--- src/design/mfvn_pkg.sv ---
package mfvn_pkg;

	localparam int DEF_MAX_VERTICES = 1024;
	localparam int DEF_COORD_BITS = 16;
	localparam int SUM_W = 26;
	localparam int QDEPTH = 2;
	localparam int QAW = $clog2(QDEPTH);

	localparam logic [1:0] KIND_WRITE = 2'd0;
	localparam logic [1:0] KIND_FACE = 2'd1;
	localparam logic [1:0] KIND_READ = 2'd2;
	localparam logic [1:0] KIND_NONE = 2'd3;

	typedef struct packed {
		logic [1:0] kind;
		logic [9:0] vertex_index;
		logic [15:0] pos_x;
		logic [15:0] pos_y;
		logic [15:0] pos_z;
		logic [9:0] corner_a;
		logic [9:0] corner_b;
		logic [9:0] corner_c;
	} req_t;

	typedef struct packed {
		logic valid;
		req_t req;
	} head_t;

	typedef struct packed {
		logic pop;
		logic ready;
	} back_st_t;

	typedef struct packed {
		logic done;
		logic degen;
		logic signed [15:0] x;
		logic signed [15:0] y;
		logic signed [15:0] z;
	} norm_res_t;

	typedef enum logic [3:0] {
		B_CLEAR,
		B_IDLE,
		B_WRITE,
		B_POS_RD,
		B_POS_LAT,
		B_MUL,
		B_NORM_GO,
		B_NORM_WAIT,
		B_ACC_RD,
		B_ACC_WR,
		B_SUM_RD,
		B_SUM_LAT,
		B_OUT
	} back_state_t;

	typedef enum logic [2:0] {
		N_IDLE,
		N_SHIFT,
		N_SQ,
		N_ROOT,
		N_DLOAD,
		N_DIV,
		N_DONE
	} norm_state_t;

endpackage

--- src/design/mfvn_front.sv ---
module mfvn_front (
	input logic clk,
	input logic arst_n,
	input logic item_valid,
	output logic item_stall,
	input logic [1:0] kind,
	input logic [9:0] vertex_index,
	input logic [15:0] pos_x,
	input logic [15:0] pos_y,
	input logic [15:0] pos_z,
	input logic [9:0] corner_a,
	input logic [9:0] corner_b,
	input logic [9:0] corner_c,
	input mfvn_pkg::back_st_t bst,
	output mfvn_pkg::head_t head
);

	import mfvn_pkg::*;

	req_t q_mem_q [QDEPTH];
	logic [QAW-1:0] wp_q, rp_q;
	logic [QAW:0] cnt_q;
	logic full, push, pop;
	req_t in_req;

	assign in_req = '{kind: kind, vertex_index: vertex_index, pos_x: pos_x, pos_y: pos_y,
		pos_z: pos_z, corner_a: corner_a, corner_b: corner_b, corner_c: corner_c};

	assign full = (cnt_q == (QAW+1)'(QDEPTH));
	assign item_stall = full || !bst.ready;
	// Requests of the unused kind are taken and dropped here.
	assign push = item_valid && !item_stall && (kind != KIND_NONE);
	assign pop = bst.pop && head.valid;

	assign head.valid = (cnt_q != '0);
	assign head.req = q_mem_q[rp_q];

	always_ff @(posedge clk) begin
		if (push) begin
			q_mem_q[wp_q] <= in_req;
		end
	end

	always_ff @(posedge clk or negedge arst_n) begin
		if (!arst_n) begin
			wp_q <= '0;
			rp_q <= '0;
			cnt_q <= '0;
		end else begin
			if (push) begin
				wp_q <= wp_q + 1'b1;
			end
			if (pop) begin
				rp_q <= rp_q + 1'b1;
			end
			if (push && !pop) begin
				cnt_q <= cnt_q + 1'b1;
			end else if (pop && !push) begin
				cnt_q <= cnt_q - 1'b1;
			end
		end
	end

endmodule

--- config.mk ---
export PLATFORM = sky130hd
export DESIGN_NAME = mfvn_front
export DESIGN_NICKNAME = d
export VERILOG_FILES = /design/src/design/mfvn_pkg.sv /design/src/design/mfvn_front.sv
export SDC_FILE = /design/constraint.sdc
export NUM_CORES = 1
export LEC_CHECK = 0
export BUFFER_PORTS_ARGS = -buffer_cell sky130_fd_sc_hd__buf_2
export CAP_MARGIN = 20
export CORE_UTILIZATION = 30
export DETAILED_ROUTE_END_ITERATION = 7
export PLACE_DENSITY = 0.58
export SYNTH_ARGS = -nofsm -noshare
export SYNTH_HDL_FRONTEND = slang
export SYNTH_SLANG_ARGS = --single-unit
--- constraint.sdc ---
create_clock -name clk -period 5.7 [get_ports clk]
set_input_delay 1.14 -clock clk [delete_from_list [all_inputs] [get_ports clk]]
set_output_delay 1.14 -clock clk [all_outputs]
set_load 0.03 [all_outputs]
==> Word-level counts from Yosys, hierarchy flattened <==
Memory sizes are Yosys's and may differ from the RTL's.
Cells that the tools add are included.
{ "totals": {"output_inout_bits": 92, "memories": 1, "reg_bits": 4, "in_bits": 95, "ramBits": 180} }
{ "memory_table": {"columns": ["name", "depth", "width", "read_ports", "rd_ports_with_merged_regs", "wr", "line_no", "rtl"], "rows": [
  ["q_mem_q", 2, 90, 1, 0, 1, "mfvn_front.sv:20", "req_t q_mem_q [QDEPTH];"]
]} }
{ "classes": {"mux": 4, "n_addsub": 4, "n_eq_ne": 2, "reduce_logical": 12} }
{ "op_table": {"columns": ["operator", "n"], "rows": [
  ["$logic_and 1x1->1", 5],
  ["$logic_not 1->1", 4],
  ["$mux 2", 2],
  ["$reduce_bool 2->1", 2],
  ["$add 1x1->1 const B", 2],
  ["$add 2x1->2 const B", 1],
  ["$eq 2x2->1 const B", 1],
  ["$mux 1", 2],
  ["$ne 2x2->1 const B", 1],
  ["$sub 2x1->2 const B", 1],
  ["$logic_or 1x1->1", 1]
]} }

==> Depth between registers and ports, before layout <==
Gate-level depths: netlist of the first run.
{ "logic_depth": {"depth_word": 9, "mapped_depth": 7, "depth_no_buf": 7} }

==> Worst setup path before layout of the first run <==
OpenSTA, ideal clock, no wires.
{ "synth_path": {"path_type": "in2reg", "start": "in kind[0]", "end": "mem q_mem_q[0][0] in the netlist's numbering (enable)", "path_stages": 3, "setup_slack_ns": 0.034, "required_ns": 5.160, "arrival_time_ns": 5.126, "setup_ns": 0.540, "path_cell_list": "nand2_1 -> o2111ai_2 -> nor2_1"} }
{ "synth_via": {"elab_chain_cells": 4} }
{ "synth_rtl": {"columns": ["item", "line_no", "rtl"], "rows": [
  ["from (decl)", "mfvn_front.sv:6", "input logic [1:0] kind,"],
  ["$ne 2x2->1", "mfvn_front.sv:32", "assign push = item_valid && !item_stall && (kind != KIND_NONE);"],
  ["$logic_and 1x1->1", "mfvn_front.sv:32", null],
  ["$mux 1", "mfvn_front.sv:39", "if (push) begin"],
  ["$mux 1 (not written as such)", "mfvn_front.sv:40", "q_mem_q[wp_q] <= in_req;"],
  ["to (decl)", "mfvn_front.sv:20", null]
]} }
Every way passes these cells.

==> summary.md, run 1 <==
| Metric | Value |
|---|---|
| Slew Limit Fails | `0` |
| R2R depth | `4` |
| Clock Sink Count | `184` |
| Post-DRT Antenna Nets | `0` |
| IO buf count | `186` |
| DP Area | `8359 sq um` |
| Largest net degree at the start of global routing | `41` |
| Vias in the first global route | `3587` |
| Mean number of vias per cell | `4.070` |
| Cts hold-fix bufs | `0` |
| Slew headroom | `48.46%` |
| Final setup vio count | `0` |
| Area grow syn2layout | `25.16%` |
| Sequential area share after synthesis | `76.92%` |
| Nets | `598` |
| PD cells | `488.2 nW/um^2` |
| Status | `finished clean` |
| CTS Buf Count | `17` |
| CTS tree | `done` |
| Initial core utilization | `30.58%` |
| CTS clk-pin slew, worst paths | `0.07 ns` |
| Via count | `3394` |
| Ys Warns | `0` |
| Layout cells sized above 1 | `61.17%` |
| Max Root-Sink Buffers | `2` |
| Die X | `156.5 um` |
| Max-Cap Viols | `0` |
| WL/cell | `16.06 um` |
| Mapped Cells | `301` |
| Drt total wl | `13400 um` |
| Syn nets | `397` |
| Reg area | `5509 sq um` |
| Post-CTS Setup Inserts | `0` |
| Peak supply drop | `0.2810 mV` |
| Final GP Congestion | `0.6411` |
| First-pass GRT wire length | `19510 um` |
| DRT iter0 DRCs | `131` |
| Finished Cell Area | `8957 sq um` |
| Cell variety after synth | `15` |
| H-tree depth | `4` |
| Critical Path Sink Type | `primary output` |
| Avg Cell Area, Syn | `23.78 sq um` |
| CTS resizes | `0` |
| Final Hold Fails | `0` |
| RSZ-0062 raised after global routing | `false` |
| DRC Markers | `0` |
| Row cnt | `56` |
| Vert. Die Dim | `156.5 um` |
| Leak Pwr | `3.531 nW` |
| Fin crit share | `63.59%` |
| Area of the multi-input gates | `1464 sq um` |
| Final Skew | `0.008275 ns` |
| Critical Path RT | `4.56 ns` |
| Post-DP HPWL | `9013 um` |
| GRT overflow | `0` |
| Critical setup path kind | `reg -> out` |
| All-Layer GR Usage | `11.04%` |
| Final min period | `3.625 ns` |
| Crit Path Max Fanout | `40` |
| Core area | `23400 sq um` |
| Worst slew pin tran | `0.7730 ns` |
| Synth Cell Area | `7157 sq um` |
| Root Driver | `clkbuf_16` |
| Worst Path Arrival | `2.48 ns` |
| Initial antenna violation count | `1` |
| CP startpoint kind | `register` |
| Setup TNS | `0 ns` |
| Inserted Diodes | `0` |
| Worst skew pair latency | `0.42 ns` |
| # fillers | `2210` |
| Fmax achieved | `275.9 MHz` |
| Synth Register Bits | `184` |
| Worst min-delay path class | `in -> async` |
| Die ar. | `24480 sq um` |
| DR pass1 iterations | `6` |
| I/O pins | `187` |
[final timing paths]
path                           from              to  slack [ns]
min in group clk               wp_q            wp_q        0.55
max in group asynchronous    arst_n            rp_q        5.02
min reg2reg                    wp_q            wp_q        0.55
min                          arst_n            wp_q        0.53
max reg2reg                cnt_q[1]  q_mem_q[1][70]        3.29
max                            rp_q        head[64]        2.08
[cells by family (layout without fill, tap and decap cells)]
kind of cell | after synthesis | in the layout | share of synthesized area (%)
AOI/OAI and AO/OA | 2 | 2 | 0.2796
xor gates and xnor gates | 5 | 5 | 0.6119
adders and majority gates | 1 | 1 | 0.1748
buffers and inverters | 13 | 227 | 2.832
DFF | 184 | 184 | 76.92
muxes | 90 | 90 | 18.83
and+or+nand+nor | 6 | 6 | 0.3497
[cells in the mapped netlist]
master | number | area share, %
xor2_1 | 1 | 0.12
ha_1 | 1 | 0.17
or2_1 | 1 | 0.087
mux2_1 | 1 | 0.16
inv_1 | 3 | 0.16
nand2_1 | 2 | 0.10
nor2_1 | 3 | 0.16
o2111ai_2 | 1 | 0.21
edfxtp_1 | 180 | 76
xnor2_1 | 4 | 0.49
buf_12 | 9 | 2.5
o21ai_0 | 1 | 0.070
dfrtp_1 | 4 | 1.4
mux2_4 | 89 | 19
buf_6 | 1 | 0.16
[metal layers]
metal	share of wire, %	vias to the layer above	routed length [um]	track usage [%]
met5	0.097	-	13	0
met4	1.2	2	159	4.482
met3	6.7	14	898	3.766
met2	51	111	6836	18.90
met1	41	1680	5488	12.60
li1	-	1587	-	-
[per-stage QoR]
step | setup slack [ns] | hold WS, ns | utilization, % | total power [W] | std cells
after detailed placement | 2.368 | 0.5384 | 35.72 | 0.003237 | 802
final | 2.075 | 0.5270 | 38.28 | 0.004373 | 834
after floorplan | 0.03404 | 0.4681 | - | 0.003010 | 301
after global placement | 2.420 | 0.5399 | 35.72 | 0.003216 | 802
after CTS | 1.980 | 0.5031 | 38.28 | 0.004449 | 834
after global routing | 1.922 | 0.5010 | 38.28 | 0.004570 | 834
[critical path, stage by stage (launching register included)]
cell and delay [ns]:
dfrtp_4 0.93, buf_4 0.57, mux2_4 0.35, buf_2 0.18
[report_power, final]
part | internal (W) | switching, W | total, W | leakage [nW]
registers | 0.00164 | 0.000119 | 0.00176 | 1.68
logic | 0.000597 | 0.000816 | 0.00141 | 1.55
clock network | 0.000692 | 0.000506 | 0.00120 | 0.293
[cell type report]
type                            instances  area share, %
Timing Repair Buffer                  192          10.90
Tap cell                              319          4.456
Sequential cell                       184          61.50
Clock inverter                         15          1.928
Clock buffer                           17          4.749
Inverter                                3         0.1257
Multi-Input combinational cell        104          16.34
[state kept, by name, indices dropped and copies added (netlist names)]
| register | count |
|---|---|
| q_mem_q | 180 |
| cnt_q | 2 |
| rp_q | 1 |
| wp_q | 1 |
[cell usage in the layout, fill, tap and decap left out]
| cell | count |
|---|---|
| buf_2 | 186 |
| buf_4 | 6 |
| bufinv_16 | 3 |
| clkbuf_16 | 17 |
| clkinv_1 | 2 |
| clkinv_2 | 3 |
| clkinv_4 | 2 |
| clkinvlp_4 | 1 |
| dfrtp_1 | 3 |
| dfrtp_4 | 1 |
| edfxtp_1 | 180 |
| ha_1 | 1 |
| inv_1 | 3 |
| inv_6 | 4 |
| mux2_1 | 1 |
| mux2_4 | 89 |
| nand2_1 | 2 |
| nor2_1 | 1 |
| nor2_4 | 2 |
| o2111ai_2 | 1 |
| o21ai_0 | 1 |
| or2_1 | 1 |
| xnor2_1 | 4 |
| xor2_1 | 1 |
(Power assumes the default switching activity.)
==> run 2, diff against run 1 <==
- clock period: 5.7 -> 3.53 ns (I/O delays scaled with it)
==> summary.md, run 2 (same netlist as run 1, synthesis figures left out) <==
| Metric | Value |
|---|---|
| Status | `finished clean` |
| Reg-to-reg critical path endpoint | `q_mem_q[1][39]` |
| Final GP Congestion | `0.6391` |
| Post-DRT Antenna Nets | `0` |
| Final Power | `0.007018 W` |
| Crit Path Max Fanout | `32` |
| Mean number of vias per cell | `4.014` |
| DRC Markers | `0` |
| Cts hold-fix bufs | `0` |
| Inserted Diodes | `0` |
| Critical Path RT | `2.82 ns` |
| Core area | `23400 sq um` |
| Root Driver | `clkbuf_16` |
| Largest net degree at the start of global routing | `48` |
| Via count | `3348` |
| Worst Path Arrival | `2.20 ns` |
| Post-CTS Setup Inserts | `0` |
| CTS Buf Count | `17` |
| Biggest register | `q_mem_q` |
| Nets | `598` |
| CP startpoint kind | `register` |
| Regs by FF count | `q_mem_q: 180 flops, cnt_q: 2 flops` |
| DR pass1 iterations | `4` |
| Area grow syn2layout | `25.35%` |
| I/O pins | `187` |
| CTS resizes | `0` |
| Worst hold slack | `0.07627 ns` |
| Commonest non-fill, non-tap cell in the layout | `buf_2` |
| Drt total wl | `12890 um` |
| Critical setup path kind | `reg -> out` |
| RSZ-0062 raised after global routing | `false` |
| Row cnt | `56` |
| CTS tree | `done` |
| IO buf count | `186` |
| RR Startpoint | `cnt_q[1]` |
| Vias in the first global route | `3646` |
| Final Skew | `0.01251 ns` |
| Clock Sink Count | `184` |
| Worst slew pin tran | `0.6639 ns` |
| Worst min-delay path class | `in -> async` |
| Fmax achieved | `344.3 MHz` |
| Most frequent cells in the layout | `186 x buf_2, 180 x edfxtp_1, 89 x mux2_4` |
| Minimum setup slack among reg-to-reg paths | `1.64 ns` |
| Slew headroom | `55.74%` |
| Layout cells sized above 1 | `61.36%` |
| H-tree depth | `4` |
| Final min period | `2.904 ns` |
| GRT overflow | `0` |
| Fin crit share | `82.27%` |
| Max FFs per register | `180` |
| Slew Limit Fails | `0` |
| Max Root-Sink Buffers | `2` |
| Final setup vio count | `0` |
| All-Layer GR Usage | `10.73%` |
| Max-Cap Viols | `0` |
| # fillers | `2191` |
| Worst skew pair latency | `0.42 ns` |
| First-pass GRT wire length | `19320 um` |
| R2R depth | `4` |
| CTS clk-pin slew, worst paths | `0.07 ns` |
| Critical Path Sink Type | `primary output` |
| Initial antenna violation count | `1` |
| DRT iter0 DRCs | `200` |
| Die ar. | `24480 sq um` |
| Vert. Die Dim | `156.5 um` |
| Leak Pwr | `3.525 nW` |
| Die X | `156.5 um` |
| Peak supply drop | `0.4305 mV` |
| Post-DP HPWL | `8627 um` |
| Initial core utilization | `30.58%` |
| Final Hold Fails | `0` |
| PD cells | `782.3 nW/um^2` |
| WL/cell | `15.46 um` |
## run 2: through the flow
stage | area (sq um) | utilization, % | setup TNS, ns | worst slack [ns] | instances
6_report | 8971 | 38.33 | 0 | 0.6258 | 834
5_1_grt | 8971 | 38.33 | 0 | 0.5181 | 834
4_1_cts | 8971 | 38.33 | 0 | 0.5791 | 834
3_5_place_dp | 8384 | 35.83 | 0 | 1.053 | 802
3_3_place_gp | 8384 | 35.83 | 0 | 1.070 | 802
2_1_floorplan | 7162 | - | -36.84 | -0.2048 | 301
## run 2: metal layers
metal	wire (um)	GRT usage [%]
met1	5342	12.05
met2	6537	18.52
met3	771	3.655
met4	225	4.575
met5	13	0
## run 2: worst max-delay path by stage
stage / from / cells past startpoint / to / slack (ns)
2_1_floorplan: kind[0] / 3 / q_mem_q[0][0] / -0.20
3_3_place_gp: rp_q / 3 / head[69] / 1.07
3_5_place_dp: rp_q / 3 / head[69] / 1.05
4_1_cts: rp_q / 3 / head[69] / 0.58
5_1_grt: rp_q / 3 / head[69] / 0.52
6_report: rp_q / 3 / head[69] / 0.63
## run 2: area by class of cell
| class | count | area [sq um] | share of cell area, % |
|---|---|---|---|
| clock inverter | 15 | 161.4 | 1.799 |
| multi-input combinational | 104 | 1464 | 16.32 |
| inverter | 3 | 11.26 | 0.1255 |
| sequential | 184 | 5509 | 61.41 |
| tap | 319 | 399.1 | 4.449 |
| timing repair buffer | 192 | 1001 | 11.16 |
| clock buffer | 17 | 425.4 | 4.742 |
## run 2: critical path, cell delays in order (launching register included)
cell and delay, ns:
dfrtp_4 0.85, buf_12 0.33, mux2_1 0.37, buf_2 0.18
## run 2: power breakdown
| group | internal [W] | switching, W |
|---|---|---|
| Sequential | 0.00265 | 0.000172 |
| Clock | 0.00100 | 0.000872 |
| Combinational | 0.000987 | 0.00133 |
| Total | 0.00464 | 0.00237 |
